**config.mk**
```make
export PLATFORM = sky130hd
export DESIGN_NAME = block_cache_clock_replacement_unit
export DESIGN_NICKNAME = d
export VERILOG_FILES = /design/src/rtl/bccr_pkg.sv /design/src/rtl/bccr_ram.sv /design/src/rtl/bccr_ctrl.sv /design/src/rtl/block_cache_clock_replacement_unit.sv
export VERILOG_INCLUDE_DIRS = /design/src /design/src/rtl
export SDC_FILE = /design/constraint.sdc
export NUM_CORES = 1
export LEC_CHECK = 0
export BUFFER_PORTS_ARGS = -buffer_cell sky130_fd_sc_hd__buf_2
export CAP_MARGIN = 30
export CORE_MARGIN = 5
export CORE_UTILIZATION = 47
export DETAILED_ROUTE_END_ITERATION = 8
export GPL_TIMING_DRIVEN = 0
export PLACE_DENSITY = 0.76
export RECOVER_POWER = 25
export SYNTH_ARGS = -nofsm -noshare
export SYNTH_HDL_FRONTEND = slang
export SYNTH_SLANG_ARGS = --single-unit
```
**constraint.sdc**
```tcl
create_clock -name i_clk -period 3.95 [get_ports i_clk]
set_input_delay 0.1975 -clock i_clk [delete_from_list [all_inputs] [get_ports i_clk]]
set_output_delay 0.1975 -clock i_clk [all_outputs]
set_load 0.05 [all_outputs]
```
**src/rtl/block_cache_clock_replacement_unit_assert.svh**
```systemverilog
// Assertion helpers for the clock replacement unit.
`ifndef BLOCK_CACHE_CLOCK_REPLACEMENT_UNIT_ASSERT_SVH
`define BLOCK_CACHE_CLOCK_REPLACEMENT_UNIT_ASSERT_SVH

// Same-cycle implication, masked while reset is held.
`define BCCR_ASSERT_IMPLIES(name, clk, rst_n, ante, cons) \
    name: assert property (@(posedge clk) disable iff (!(rst_n)) (ante) |-> (cons)) \
        else $error("bccr: same-cycle check failed");

// Next-cycle implication, masked while reset is held.
`define BCCR_ASSERT_NEXT(name, clk, rst_n, ante, cons) \
    name: assert property (@(posedge clk) disable iff (!(rst_n)) (ante) |=> (cons)) \
        else $error("bccr: next-cycle check failed");

`endif

```
**src/rtl/bccr_pkg.sv**
```systemverilog
`timescale 1ns / 1ps

package bccr_pkg;

    localparam int NUM_SLOTS_DEF        = 16;
    localparam int NUM_FILES_DEF        = 128;
    localparam int BLOCK_INDEX_BITS_DEF = 32;

    // slot count register
    localparam int         CFG_W     = 5;
    localparam logic [4:0] CFG_RESET = 5'd16;

    localparam int OP_W = 2;

    typedef enum logic [OP_W-1:0] {
        OP_READ  = 2'd0,
        OP_WRITE = 2'd1,
        OP_FLUSH = 2'd2,
        OP_CLOSE = 2'd3
    } t_opcode;

    typedef enum logic [3:0] {
        ST_IDLE,
        ST_SCAN,
        ST_HIT,
        ST_SWEEP,
        ST_VRD,
        ST_FILL,
        ST_SEEK,
        ST_EMIT,
        ST_NONE
    } t_state;

endpackage

```
**src/rtl/bccr_ram.sv**
```systemverilog
`timescale 1ns / 1ps

module bccr_ram #(
    parameter int WIDTH = 39,
    parameter int DEPTH = 16
) (
    input  logic                     i_clk,
    input  logic                     i_we,
    input  logic [$clog2(DEPTH)-1:0] i_waddr,
    input  logic [WIDTH-1:0]         i_wdata,
    input  logic [$clog2(DEPTH)-1:0] i_raddr,
    output logic [WIDTH-1:0]         o_rdata
);

    logic [WIDTH-1:0] r_mem [DEPTH];
    logic [WIDTH-1:0] r_rdata;

    always_ff @(posedge i_clk) begin
        if (i_we) begin
            r_mem[i_waddr] <= i_wdata;
        end
        r_rdata <= r_mem[i_raddr];
    end

    assign o_rdata = r_rdata;

endmodule

```
**src/rtl/bccr_ctrl.sv**
```systemverilog
`timescale 1ns / 1ps
`include "block_cache_clock_replacement_unit_assert.svh"

module bccr_ctrl
    import bccr_pkg::*;
#(
    parameter int NUM_SLOTS        = NUM_SLOTS_DEF,
    parameter int NUM_FILES        = NUM_FILES_DEF,
    parameter int BLOCK_INDEX_BITS = BLOCK_INDEX_BITS_DEF
) (
    input  logic                             i_clk,
    input  logic                             i_rst_n,
    input  logic [$clog2(NUM_SLOTS+1)-1:0]   i_slot_count,
    input  logic                             i_in_valid,
    output logic                             o_in_stall,
    input  logic [OP_W-1:0]                  i_opcode,
    input  logic [$clog2(NUM_FILES)-1:0]     i_file_id,
    input  logic [BLOCK_INDEX_BITS-1:0]      i_block_index,
    output logic                             o_out_valid,
    input  logic                             i_out_stall,
    output logic                             o_hit,
    output logic [$clog2(NUM_SLOTS)-1:0]     o_slot,
    output logic                             o_writeback_valid,
    output logic [$clog2(NUM_FILES)-1:0]     o_writeback_file,
    output logic [BLOCK_INDEX_BITS-1:0]      o_writeback_block,
    output logic                             o_last
);

    localparam int SW    = $clog2(NUM_SLOTS);
    localparam int FW    = $clog2(NUM_FILES);
    localparam int BW    = BLOCK_INDEX_BITS;
    localparam int DW    = FW + BW;
    localparam int CNT_W = $clog2(NUM_SLOTS + 1);
    localparam int SCW   = $clog2(NUM_SLOTS + 2);
    localparam logic [SW-1:0] LAST_SLOT = SW'(NUM_SLOTS - 1);

    t_state r_state, n_state;
    t_opcode r_op;
    logic [FW-1:0] r_file;
    logic [BW-1:0] r_blk;

    logic [NUM_SLOTS-1:0] r_valid, n_valid;
    logic [NUM_SLOTS-1:0] r_ref,   n_ref;
    logic [NUM_SLOTS-1:0] r_dirty, n_dirty;
    logic [NUM_SLOTS-1:0] r_mask,  n_mask;
    logic [NUM_SLOTS-1:0] r_dmask, n_dmask;
    logic [SW-1:0] r_hand, n_hand;
    logic [SW-1:0] r_idx, n_idx;
    logic [SW-1:0] r_cmp_idx, n_cmp_idx;
    logic r_cmp_vld, n_cmp_vld;
    logic r_issue_done, n_issue_done;
    logic [SW-1:0] r_hit_slot, n_hit_slot;
    logic [SW-1:0] r_victim, n_victim;
    logic [SCW-1:0] r_cnt, n_cnt;

    logic r_out_valid, n_out_valid;
    logic r_o_hit;
    logic [SW-1:0] r_o_slot;
    logic r_o_wbv;
    logic [FW-1:0] r_o_wbf;
    logic [BW-1:0] r_o_wbb;
    logic r_o_last;

    logic w_push;
    logic w_res_hit;
    logic [SW-1:0] w_res_slot;
    logic w_res_wbv;
    logic [FW-1:0] w_res_wbf;
    logic [BW-1:0] w_res_wbb;
    logic w_res_last;

    logic w_accept, w_out_free, w_is_rw;
    logic w_owner_eq, w_tag_hit, w_cnt_ok;
    logic [NUM_SLOTS-1:0] w_mask_now;
    logic [NUM_SLOTS-1:0] w_dmask_rest;
    logic [SW-1:0] w_vnext, w_hand_start;
    logic [FW-1:0] w_rd_owner;
    logic [BW-1:0] w_rd_tag;

    logic w_ram_we;
    logic [SW-1:0] w_ram_raddr;
    logic [DW-1:0] w_ram_rdata;

    bccr_ram #(
        .WIDTH(DW),
        .DEPTH(NUM_SLOTS)
    ) u_tag_ram (
        .i_clk  (i_clk),
        .i_we   (w_ram_we),
        .i_waddr(r_victim),
        .i_wdata({r_file, r_blk}),
        .i_raddr(w_ram_raddr),
        .o_rdata(w_ram_rdata)
    );

    assign w_rd_owner = w_ram_rdata[DW-1:BW];
    assign w_rd_tag   = w_ram_rdata[BW-1:0];

    assign w_accept   = i_in_valid && (r_state == ST_IDLE);
    assign w_out_free = !r_out_valid || !i_out_stall;
    assign w_is_rw    = (r_op == OP_READ) || (r_op == OP_WRITE);
    assign w_owner_eq = r_valid[r_cmp_idx] && (w_rd_owner == r_file);
    assign w_tag_hit  = w_owner_eq && (w_rd_tag == r_blk);
    assign w_cnt_ok   = r_cnt <= SCW'(i_slot_count);

    assign w_vnext = ((CNT_W'(r_victim) + CNT_W'(1)) < i_slot_count) ?
                     r_victim + SW'(1) : '0;
    assign w_hand_start = (CNT_W'(r_hand) >= i_slot_count) ? '0 : r_hand;

    always_comb begin
        w_mask_now = r_mask;
        if (r_cmp_vld) begin
            w_mask_now[r_cmp_idx] = w_owner_eq;
        end
        w_dmask_rest = r_dmask;
        w_dmask_rest[r_idx] = 1'b0;
    end

    // read port: slot walk, or the victim held across read and fill
    always_comb begin
        unique case (r_state)
            ST_VRD, ST_FILL: w_ram_raddr = r_victim;
            default:         w_ram_raddr = r_idx;
        endcase
    end

    // next state
    always_comb begin
        n_state = r_state;
        unique case (r_state)
            ST_IDLE: begin
                if (i_in_valid) begin
                    n_state = ST_SCAN;
                end
            end
            ST_SCAN: begin
                if (r_cmp_vld) begin
                    if (w_is_rw && w_tag_hit) begin
                        n_state = ST_HIT;
                    end else if (r_cmp_idx == LAST_SLOT) begin
                        if (w_is_rw) begin
                            n_state = ST_SWEEP;
                        end else if ((w_mask_now & r_dirty) == '0) begin
                            n_state = ST_NONE;
                        end else begin
                            n_state = ST_SEEK;
                        end
                    end
                end
            end
            ST_HIT, ST_FILL, ST_NONE: begin
                if (w_out_free) begin
                    n_state = ST_IDLE;
                end
            end
            ST_SWEEP: begin
                if (!(w_cnt_ok && r_ref[r_victim])) begin
                    n_state = ST_VRD;
                end
            end
            ST_VRD: n_state = ST_FILL;
            ST_SEEK: begin
                if (r_dmask[r_idx]) begin
                    n_state = ST_EMIT;
                end
            end
            ST_EMIT: begin
                if (w_out_free) begin
                    n_state = (w_dmask_rest == '0) ? ST_IDLE : ST_SEEK;
                end
            end
            default: n_state = ST_IDLE;
        endcase
    end

    // datapath and flag updates
    always_comb begin
        n_valid      = r_valid;
        n_ref        = r_ref;
        n_dirty      = r_dirty;
        n_mask       = r_mask;
        n_dmask      = r_dmask;
        n_hand       = r_hand;
        n_idx        = r_idx;
        n_cmp_idx    = r_cmp_idx;
        n_cmp_vld    = r_cmp_vld;
        n_issue_done = r_issue_done;
        n_hit_slot   = r_hit_slot;
        n_victim     = r_victim;
        n_cnt        = r_cnt;
        w_ram_we     = 1'b0;
        w_push       = 1'b0;
        w_res_hit    = 1'b0;
        w_res_slot   = '0;
        w_res_wbv    = 1'b0;
        w_res_wbf    = '0;
        w_res_wbb    = '0;
        w_res_last   = 1'b1;

        unique case (r_state)
            ST_IDLE: begin
                if (w_accept) begin
                    n_idx        = '0;
                    n_cmp_vld    = 1'b0;
                    n_issue_done = 1'b0;
                    n_mask       = '0;
                end
            end
            ST_SCAN: begin
                n_cmp_vld = !r_issue_done;
                n_cmp_idx = r_idx;
                if (!r_issue_done) begin
                    if (r_idx == LAST_SLOT) begin
                        n_issue_done = 1'b1;
                    end else begin
                        n_idx = r_idx + SW'(1);
                    end
                end
                n_mask     = w_mask_now;
                n_hit_slot = r_cmp_idx;
                n_dmask    = w_mask_now & r_dirty;
                n_victim   = w_hand_start;
                n_cnt      = '0;
                if (r_cmp_vld && (r_cmp_idx == LAST_SLOT)) begin
                    n_idx = '0;
                end
            end
            ST_HIT: begin
                if (w_out_free) begin
                    w_push     = 1'b1;
                    w_res_hit  = 1'b1;
                    w_res_slot = r_hit_slot;
                    n_ref[r_hit_slot] = 1'b1;
                    if (r_op == OP_WRITE) begin
                        n_dirty[r_hit_slot] = 1'b1;
                    end
                end
            end
            ST_SWEEP: begin
                if (w_cnt_ok && r_ref[r_victim]) begin
                    n_ref[r_victim] = 1'b0;
                    n_victim        = w_vnext;
                    n_cnt           = r_cnt + SCW'(1);
                end
            end
            ST_VRD: begin
            end
            ST_FILL: begin
                if (w_out_free) begin
                    w_push     = 1'b1;
                    w_res_slot = r_victim;
                    w_res_wbv  = r_valid[r_victim] && r_dirty[r_victim];
                    if (w_res_wbv) begin
                        w_res_wbf = w_rd_owner;
                        w_res_wbb = w_rd_tag;
                    end
                    w_ram_we          = 1'b1;
                    n_valid[r_victim] = 1'b1;
                    n_ref[r_victim]   = 1'b1;
                    n_dirty[r_victim] = (r_op == OP_WRITE);
                    n_hand            = w_vnext;
                end
            end
            ST_SEEK: begin
                if (!r_dmask[r_idx]) begin
                    n_idx = r_idx + SW'(1);
                end
            end
            ST_EMIT: begin
                if (w_out_free) begin
                    w_push         = 1'b1;
                    w_res_slot     = r_idx;
                    w_res_wbv      = 1'b1;
                    w_res_wbf      = r_file;
                    w_res_wbb      = w_rd_tag;
                    w_res_last     = (w_dmask_rest == '0);
                    n_dmask        = w_dmask_rest;
                    n_dirty[r_idx] = 1'b0;
                    n_idx          = r_idx + SW'(1);
                    if (w_res_last && (r_op == OP_CLOSE)) begin
                        n_valid = r_valid & ~r_mask;
                        n_ref   = r_ref & ~r_mask;
                        n_dirty = r_dirty & ~r_mask;
                    end
                end
            end
            ST_NONE: begin
                if (w_out_free) begin
                    w_push = 1'b1;
                    if (r_op == OP_CLOSE) begin
                        n_valid = r_valid & ~r_mask;
                        n_ref   = r_ref & ~r_mask;
                        n_dirty = r_dirty & ~r_mask;
                    end
                end
            end
            default: begin
            end
        endcase

        if (w_push) begin
            n_out_valid = 1'b1;
        end else begin
            n_out_valid = r_out_valid && i_out_stall;
        end
    end

    always_ff @(posedge i_clk) begin
        if (!i_rst_n) begin
            r_state      <= ST_IDLE;
            r_valid      <= '0;
            r_ref        <= '0;
            r_dirty      <= '0;
            r_hand       <= '0;
            r_cmp_vld    <= 1'b0;
            r_issue_done <= 1'b0;
            r_out_valid  <= 1'b0;
        end else begin
            r_state      <= n_state;
            r_valid      <= n_valid;
            r_ref        <= n_ref;
            r_dirty      <= n_dirty;
            r_hand       <= n_hand;
            r_cmp_vld    <= n_cmp_vld;
            r_issue_done <= n_issue_done;
            r_out_valid  <= n_out_valid;
        end
    end

    always_ff @(posedge i_clk) begin
        if (w_accept) begin
            r_op   <= t_opcode'(i_opcode);
            r_file <= i_file_id;
            r_blk  <= i_block_index;
        end
        r_mask     <= n_mask;
        r_dmask    <= n_dmask;
        r_idx      <= n_idx;
        r_cmp_idx  <= n_cmp_idx;
        r_hit_slot <= n_hit_slot;
        r_victim   <= n_victim;
        r_cnt      <= n_cnt;
        if (w_push) begin
            r_o_hit  <= w_res_hit;
            r_o_slot <= w_res_slot;
            r_o_wbv  <= w_res_wbv;
            r_o_wbf  <= w_res_wbf;
            r_o_wbb  <= w_res_wbb;
            r_o_last <= w_res_last;
        end
    end

    assign o_in_stall        = (r_state != ST_IDLE);
    assign o_out_valid       = r_out_valid;
    assign o_hit             = r_o_hit;
    assign o_slot            = r_o_slot;
    assign o_writeback_valid = r_o_wbv;
    assign o_writeback_file  = r_o_wbf;
    assign o_writeback_block = r_o_wbb;
    assign o_last            = r_o_last;

    // tag RAM is written only at fill, with the read port parked on the same entry
    `BCCR_ASSERT_IMPLIES(a_ram_wr_interlock, i_clk, i_rst_n, w_ram_we, (r_state == ST_FILL) && (w_ram_raddr == r_victim))
    // the final result of a transaction returns the engine to idle
    `BCCR_ASSERT_NEXT(a_last_to_idle, i_clk, i_rst_n, w_push && w_res_last, r_state == ST_IDLE)
    // the sweep never clears more than one full turn
    `BCCR_ASSERT_IMPLIES(a_sweep_bound, i_clk, i_rst_n, r_state == ST_SWEEP, r_cnt <= SCW'(i_slot_count))
    // after a fill the hand points inside the slots in use
    `BCCR_ASSERT_NEXT(a_hand_in_range, i_clk, i_rst_n, w_ram_we, CNT_W'(r_hand) < i_slot_count)

endmodule

```
**src/rtl/block_cache_clock_replacement_unit.sv**
```systemverilog
`timescale 1ns / 1ps
// Channel | Direction | Handshake             | Transaction carries
// --------+-----------+-----------------------+------------------------------------------
// input   | in        | i_in_valid/o_in_stall | opcode, file id, block index
// output  | out       | o_out_valid/i_out_stall| hit, slot, writeback valid/file/block, last
// config  | in        | i_cfg_valid/o_cfg_ready| slot count (5 bits)
//
// Order: one transaction at a time. Read/write: the scan stops at a hit; a miss walks
//   every slot, sweeps the hand past referenced slots clearing their bits, then reads
//   the victim and fills it. Flush/close: a scan of every slot, then a seek through the
//   slots up to the last dirty one, one result per block reported, or one if none.
// Reset: synchronous, active low; flags and hand clear at once, tag RAM is not swept.
// Stalls: i_out_stall holds the output register; input reopens after the final result.

module block_cache_clock_replacement_unit
    import bccr_pkg::*;
#(
    parameter int NUM_SLOTS        = NUM_SLOTS_DEF,
    parameter int NUM_FILES        = NUM_FILES_DEF,
    parameter int BLOCK_INDEX_BITS = BLOCK_INDEX_BITS_DEF
) (
    input  logic                         i_clk,
    input  logic                         i_rst_n,
    // configuration
    input  logic                         i_cfg_valid,
    output logic                         o_cfg_ready,
    input  logic [CFG_W-1:0]             i_cfg_data,
    // request channel
    input  logic                         i_in_valid,
    output logic                         o_in_stall,
    input  logic [OP_W-1:0]              i_opcode,
    input  logic [$clog2(NUM_FILES)-1:0] i_file_id,
    input  logic [BLOCK_INDEX_BITS-1:0]  i_block_index,
    // result channel
    output logic                         o_out_valid,
    input  logic                         i_out_stall,
    output logic                         o_hit,
    output logic [$clog2(NUM_SLOTS)-1:0] o_slot,
    output logic                         o_writeback_valid,
    output logic [$clog2(NUM_FILES)-1:0] o_writeback_file,
    output logic [BLOCK_INDEX_BITS-1:0]  o_writeback_block,
    output logic                         o_last
);

    localparam int CNT_W = $clog2(NUM_SLOTS + 1);

    logic [CFG_W-1:0] r_slots;
    logic [CFG_W-1:0] n_slots;
    logic [CNT_W-1:0] w_slot_count;

    // register always ready; user must let writes land between transactions; unenforced
    assign o_cfg_ready = 1'b1;

    always_comb begin
        n_slots = r_slots;
        if (i_cfg_valid) begin
            n_slots = i_cfg_data;
        end
    end

    always_ff @(posedge i_clk) begin
        if (!i_rst_n) begin
            r_slots <= CFG_RESET;
        end else begin
            r_slots <= n_slots;
        end
    end

    // clamp: zero means one slot, anything past the array means all of it
    always_comb begin
        if (r_slots == '0) begin
            w_slot_count = CNT_W'(1);
        end else if (int'(r_slots) > NUM_SLOTS) begin
            w_slot_count = CNT_W'(NUM_SLOTS);
        end else begin
            w_slot_count = CNT_W'(r_slots);
        end
    end

    bccr_ctrl #(
        .NUM_SLOTS       (NUM_SLOTS),
        .NUM_FILES       (NUM_FILES),
        .BLOCK_INDEX_BITS(BLOCK_INDEX_BITS)
    ) u_ctrl (
        .i_clk            (i_clk),
        .i_rst_n          (i_rst_n),
        .i_slot_count     (w_slot_count),
        .i_in_valid       (i_in_valid),
        .o_in_stall       (o_in_stall),
        .i_opcode         (i_opcode),
        .i_file_id        (i_file_id),
        .i_block_index    (i_block_index),
        .o_out_valid      (o_out_valid),
        .i_out_stall      (i_out_stall),
        .o_hit            (o_hit),
        .o_slot           (o_slot),
        .o_writeback_valid(o_writeback_valid),
        .o_writeback_file (o_writeback_file),
        .o_writeback_block(o_writeback_block),
        .o_last           (o_last)
    );

endmodule

```
Word-level counts from Yosys, hierarchy flattened
Memory sizes are Yosys's and may differ from the RTL's. A register that Yosys moved wholly into a read port is not among the register bits.
Cells that the tools add are included.
{ "totals": {"ff_bits": 204, "ram_bits": 624, "in_bits": 51, "output_inout_bits": 49, "wordCells": 232, "memories": 1} }
{ "mem_list": {"columns": ["name", "depth", "word_bits", "read_ports", "rd_clocked_by_memory_dff", "write_ports", "line", "source"], "rows": [
  ["u_ctrl.u_tag_ram.r_mem", 16, 39, 1, 1, 1, "bccr_ram.sv:15", "logic [WIDTH-1:0] r_mem [DEPTH];"]
]} }
{ "op_classes": {"addsub": 4, "order_cmp": 12, "n_eq_ne": 32, "muxes": 100, "bitwise": 14, "n_reduce_logical": 44} }
{ "ops": {"columns": ["op", "count"], "rows": [
  ["16-bit two-way mux", 22],
  ["16-bit bitwise AND", 7],
  ["32-bit two-way mux", 3],
  ["4-bit two-way mux", 23],
  ["16-bit one-hot mux with 5 select lines", 1],
  ["16-bit OR", 4],
  ["16-bit one-hot mux with 2 select lines", 2],
  ["16-bit one-hot mux with 4 select lines", 1],
  ["32-bit one-hot mux with 2 select lines", 1],
  ["16-bit NOT", 3],
  ["16-bit one-hot mux with 3 select lines", 1],
  ["16-bit bitwise mux", 2],
  ["32-bit equality test", 1],
  ["16-bit logical NOT", 2],
  ["4-bit one-hot mux with 7 select lines", 1],
  ["2-bit by 1-bit inequality test with 1-bit output, second input constant", 12],
  ["7-bit two-way mux", 3],
  ["1-bit binary-select mux with 4-bit select", 5],
  ["4-bit by 5-bit less-than comparator with 1-bit output, second input constant", 4],
  ["1-bit two-way mux", 19],
  ["1-bit demux with 4-bit select", 4],
  ["4-bit by 3-bit equality test with 1-bit output, second input constant", 4],
  ["4-bit by 1-bit greater-or-equal comparator with 1-bit output, second input constant", 4],
  ["4-bit one-hot mux with 4 select lines", 1],
  ["other kinds (40)", 76]
]} }

Longest topological paths before layout
{ "depth": {"ltp_word": 14, "depth_mapped": 12, "mapped_depth_nobuf": 11} }

Hierarchy
A second synthesis with hierarchy kept.
{ "unflattened": {"cells_unflattened": 2135, "hier_area_um2": 35451.5} }
{ "modules_own_cells": {"columns": ["module", "n_inst", "cells_per_inst", "area_each_um2", "seq_area_each_um2"], "rows": [
  ["bccr_ram", 1, 1014, 24185.7, 19518.7],
  ["bccr_ctrl", 1, 1096, 11033.1, 5385.2],
  ["block_cache_clock_replacement_unit", 1, 25, 232.7, 100.1]
]} }

Least setup slack after synthesis
Ideal clock, no wire load.
{ "synth_timing": {"kind": "reg-to-reg", "start": "register u_ctrl.r_out_valid, in the netlist u_ctrl.o_out_valid", "end": "register u_ctrl.r_ref[10]", "setup_ns": 0.058, "t_arrival_ns": 3.881, "required_time_ns": 3.892, "path_slack_ns": 0.011, "stages_incl_launch_ff": 8, "path_buffers": 2, "period_less_slack_ns": 3.939, "path_cell_list": "dfxtp_1 and2_1 clkbuf_1 nor2_1 a21boi_2 buf_6 a2111oi_2 o21a_1"} }
{ "synth_between": {"elab_chain_cells": 4, "word_cells_on_any_way": 7, "cone_classes": "eq/ne: 4; reduce/logical: 3"} }
{ "synth_rtl": {"columns": ["item", "line", "source"], "rows": [
  ["start: declaration", "bccr_ctrl.sv:56", "logic r_out_valid, n_out_valid;"],
  ["start signal: assignment", "bccr_ctrl.sv:326", "r_out_valid <= n_out_valid;"],
  ["1-bit logical NOT (*)", "bccr_ctrl.sv:100", "assign w_out_free = !r_out_valid || !i_out_stall;"],
  ["1-bit logical OR (*)", "bccr_ctrl.sv:100", null],
  ["2-bit by 1-bit inequality test with 1-bit output (no line)", null, null],
  ["8-bit AND reduction (no line) (*)", null, null],
  ["end signal: assignment", "bccr_ctrl.sv:321", "r_ref <= n_ref;"],
  ["end: declaration", "bccr_ctrl.sv:43", "logic [NUM_SLOTS-1:0] r_ref, n_ref;"]
]} }
Every way passes the cells marked *; elsewhere a longest branch is shown, timed or not.
A chain may end at the register's enable or synchronous reset.

Worst setup path in the final report
{ "layout_timing": {"start": "register u_ctrl.r_victim[1]", "end": "register u_ctrl.r_o_wbb[24], in the netlist u_ctrl.o_writeback_block[24], data pin"} }
{ "layout_between": {"elab_chain_cells": 6, "word_cells_on_any_way": 8, "cone_classes": "mux: 7; reduce/logical: 1"} }
{ "layout_rtl": {"columns": ["item", "line", "source"], "rows": [
  ["start: declaration", "bccr_ctrl.sv:53", "logic [SW-1:0] r_victim, n_victim;"],
  ["start signal: assignment", "bccr_ctrl.sv:341", "r_victim <= n_victim;"],
  ["1-bit binary-select mux with 4-bit select", "bccr_ctrl.sv:252", "w_res_wbv = r_valid[r_victim] && r_dirty[r_victim];"],
  ["1-bit two-way mux (not written as such)", "bccr_ctrl.sv:252", null],
  ["1-bit logical AND (*)", "bccr_ctrl.sv:252", null],
  ["32-bit two-way mux (*)", "bccr_ctrl.sv:253", "if (w_res_wbv) begin"],
  ["32-bit two-way mux (*)", "bccr_ctrl.sv:249", "if (w_out_free) begin"],
  ["32-bit one-hot mux with 2 select lines (*)", "bccr_ctrl.sv:200", "unique case (r_state)"],
  ["named net u_ctrl.w_res_wbb[24]", "bccr_ctrl.sv:69", "logic [BW-1:0] w_res_wbb;"],
  ["end signal: assignment", "bccr_ctrl.sv:348", "r_o_wbb <= w_res_wbb;"],
  ["end: declaration", "bccr_ctrl.sv:61", "logic [BW-1:0] r_o_wbb;"]
]} }
The timed path passes the listed nets; every way through them passes the cells marked *. The select of a mux whose other input is x is not followed.

==> flow_metrics.env <==
export IMPL_finClkSkew_ns=0.04639
export IMPL_crit_type="flop to flop"
export IMPL_required_ns=4.43
export IMPL_cts_inserted_buffers=88
export IMPL_pwr_share_seq=0.392
export IMPL_tns_ns=0
export IMPL_grt_pass1_vias=25570
export IMPL_io_pins=100
export IMPL_start_util=0.4721
export IMPL_area_growth_pct=16.10
export IMPL_h_tree_depth=3
export IMPL_rsz0062_at_grt="false"
export IMPL_grt_max_degree=27
export IMPL_slew_limit_headroom=0.2994
export IMPL_postSynthCellCount=2909
export IMPL_regToRegEndpoint="u_ctrl.o_writeback_block[24]$_DFFE_PP_"
export IMPL_crit_path_start="u_ctrl.r_victim[1]$_DFFE_PP_"
export IMPL_layout_commonest_cell="edfxtp_1"
export IMPL_max_vdd_ir_drop_uv=465.1
export IMPL_cp_endpoint="u_ctrl.o_writeback_block[24]$_DFFE_PP_"
export IMPL_cts_root_buf="clkbuf_16"
export IMPL_hold_viol_final=0
export IMPL_drc=0
export IMPL_vias_per_cell=6.202
export IMPL_wl_per_cell_um=25.78
export IMPL_dr_pass1_iters=6
export IMPL_setup_viol=0
export IMPL_ys_ff_latch=867
export IMPL_power_density_nw_per_um2=744.9
export IMPL_die_area_um2=84820
export IMPL_min_from="i_out_stall"
export IMPL_initialDrtViolationCount=3611
export IMPL_fillers=6284
export IMPL_min_period_ns=3.895
export IMPL_tritoncts="yes"
export IMPL_maxCapViolCount=0
export IMPL_antenna_found_initial=3
export IMPL_grt_pass1_wl_mm=163.2
export IMPL_p_leak_nw=13.99
export IMPL_endpoint_kind="flop"
export IMPL_avgSynthCellArea_um2=12.78
export IMPL_period_share=0.9861
export IMPL_synth_area_leader_cell="edfxtp_1"
export IMPL_p_total_mw=32.15
export IMPL_r2r_setup_slack_ns=0.05
export IMPL_routed_via_count=26750
export IMPL_clkTransAtPathRegs_ns=0.06
export IMPL_core_um2=78740
export IMPL_synth_edf_count=764
export IMPL_r2r_start="u_ctrl.r_victim[1]$_DFFE_PP_"
export IMPL_async_reset_ff_frac=0
export IMPL_final_antenna_net_count=0
export IMPL_hold_path_class="primary input to flop"
export IMPL_synth_net_count=2982
export IMPL_port_buffers=96
export IMPL_synth_warnings=0
export IMPL_nets=3261
export IMPL_cts_max_path_buffers=3
export IMPL_ff2ff_path_depth=8
export IMPL_worstSetupStartpointType="flop"
export IMPL_grt_overflow=0
export IMPL_synth_area_leaders="edfxtp_1, dfxtp_1, nand2_1"
export IMPL_clk_latency_ns=0.66
export IMPL_routed_wl_mm=111.2
export IMPL_crit_fanout=10
export IMPL_status="completed"
export IMPL_drive_gt1_frac=0.1189
export IMPL_grt_use_total=0.2515
export IMPL_gp_congestion=0.9396
export IMPL_combPwrFrac=0.348
export IMPL_yosysSeqAreaShare=0.6726
export IMPL_post_route_util=0.5481
export IMPL_die_w_um=291.2
export IMPL_ys_flop_type="edfxtp_1"
export IMPL_fmax_ghz=0.2567
export IMPL_dieHeight_um=291.2
export IMPL_switching_share=0.4013
export IMPL_worst_pin_slew_ns=1.045
export IMPL_yosysUniqueCellTypes=75
export IMPL_place_detailed_hpwl_mm=75.91
export IMPL_cp_data_arrival_time_ns=4.38
export IMPL_diodes=0
export IMPL_p_int_mw=19.25
export IMPL_clock_sinks=867
export IMPL_rows=103
export IMPL_most_common_layout_cells="edfxtp_1, nand2_1, a211oi_1, clkbuf_1, and2_1"
export IMPL_clkPwrFrac=0.260
export IMPL_netlist_area_um2=37180
export IMPL_synth_top_area_share=0.6171
export IMPL_p_switching_mw=12.90
export IMPL_slew_violations=0
==> state kept, by name (all words and copies together) (netlist names), 7 cells and up <==
| register | flops |
|---|---|
| u_ctrl.r_mask | 16 |
| u_ctrl.u_tag_ram.r_mem | 624 |
| u_ctrl.r_dirty | 16 |
| u_ctrl.r_dmask | 16 |
| u_ctrl.r_file | 7 |
| u_ctrl.r_blk | 32 |
| u_ctrl.u_tag_ram.o_rdata | 39 |
| u_ctrl.r_ref | 16 |
| u_ctrl.o_writeback_file | 7 |
| u_ctrl.r_valid | 16 |
| u_ctrl.o_writeback_block | 32 |
==> critical path, cell delays in order, from the launching register on <==
cell and delay [ns]:
edfxtp_1 0.41, clkbuf_1 0.45, clkbuf_1 0.60, o21ai_0 0.28
mux4_2 0.56, o22ai_1 0.32, buf_4 0.28, clkbuf_1 0.56
and2_1 0.28
==> synthesized netlist by cell type (38+ instances only) <==
cell type,number
a211oi_1,196
o21ai_0,72
nand2_1,427
and2_1,185
clkbuf_1,156
nor2_1,105
nand3_1,72
edfxtp_1,764
dfxtp_1,103
a311oi_1,84
inv_1,38
a21oi_1,143
a31oi_1,110
==> kinds of logic (layout without fill, tap and decap cells) <==
| kind of cell | after synthesis | after routing | share of synthesized area |
|---|---|---|---|
| simple gates | 909 | 909 | 0.1168 |
| mux | 25 | 25 | 0.01175 |
| xor+xnor | 46 | 46 | 0.01084 |
| flops | 867 | 867 | 0.6726 |
| fa+ha+maj | 22 | 22 | 0.007404 |
| buf+inv | 253 | 607 | 0.02898 |
| compound gates | 786 | 786 | 0.1515 |
| other cells | 1 | 1 | 0.0001009 |
==> power groups by stage <==
stage | logic [mW] | clock network [mW] | registers [mW]
2_1_floorplan | 6.43 | 0 | 12.6
3_3_place_gp | 10.6 | 0 | 12.8
3_5_place_dp | 10.9 | 0 | 12.7
4_1_cts | 11.0 | 8.39 | 12.5
5_1_grt | 11.9 | 8.76 | 12.6
6_report | 11.2 | 8.36 | 12.6
==> stage by stage <==
stage                     worst slack [ns]  area [µm²]  hold WS [ns]  cells
final                              0.05493       43160       0.06778   4313
after global routing               0.02625       43160        0.1099   4313
after CTS                          0.01201       42960       0.03958   4296
after detailed placement           -0.2607       39530        0.3758   4079
after global placement              -2.673       38970        0.3739   4055
after floorplan                    0.01055       37180        0.2964   2909
==> how the worst min path moves through the flow <==
stage / end / slack (ns) / cells after the start
2_1_floorplan: u_ctrl.r_blk[0]$_DFFE_PP_ / 0.30 / 0
3_3_place_gp: u_ctrl.r_file[0]$_DFFE_PP_ / 0.37 / 1
3_5_place_dp: u_ctrl.r_file[6]$_DFFE_PP_ / 0.38 / 1
4_1_cts: u_ctrl.r_cmp_vld$_SDFFE_PN0P_ / 0.04 / 4
5_1_grt: u_ctrl.o_out_valid$_SDFF_PN0_ / 0.11 / 3
6_report: u_ctrl.o_out_valid$_SDFF_PN0_ / 0.07 / 3
==> per-layer routing <==
metal  up-vias  share of wire  GRT usage
met4         0          0.046     0.1064
met5         -              0          0
met3       303           0.11    0.04639
met1     13050           0.38     0.3452
met2      1731           0.46     0.3975
li1      11670              -          -
==> area by class of cell <==
class | count | area (µm²) | share of cell area
Clock buffer | 115 | 2365 | 0.05479
Tap cell | 1050 | 1314 | 0.03044
Timing Repair Buffer | 189 | 1619 | 0.03751
Buffer | 215 | 939.7 | 0.02177
Inverter | 38 | 142.6 | 0.003305
Multi-Input combinational cell | 1789 | 11250 | 0.2606
Sequential cell | 867 | 25000 | 0.5793
Clock inverter | 50 | 529.3 | 0.01226
==> timing repair <==
action | 4_1_cts | 5_1_grt
hold buffers | 52 | 0
pin swaps | 0 | 9
setup buffers | 0 | 17
endpoints found under the setup margin | 39 | 260
gates resized for setup | 4 | 7
hold endpoints to repair | 46 | 0
Power figures use the tool's default switching activity.
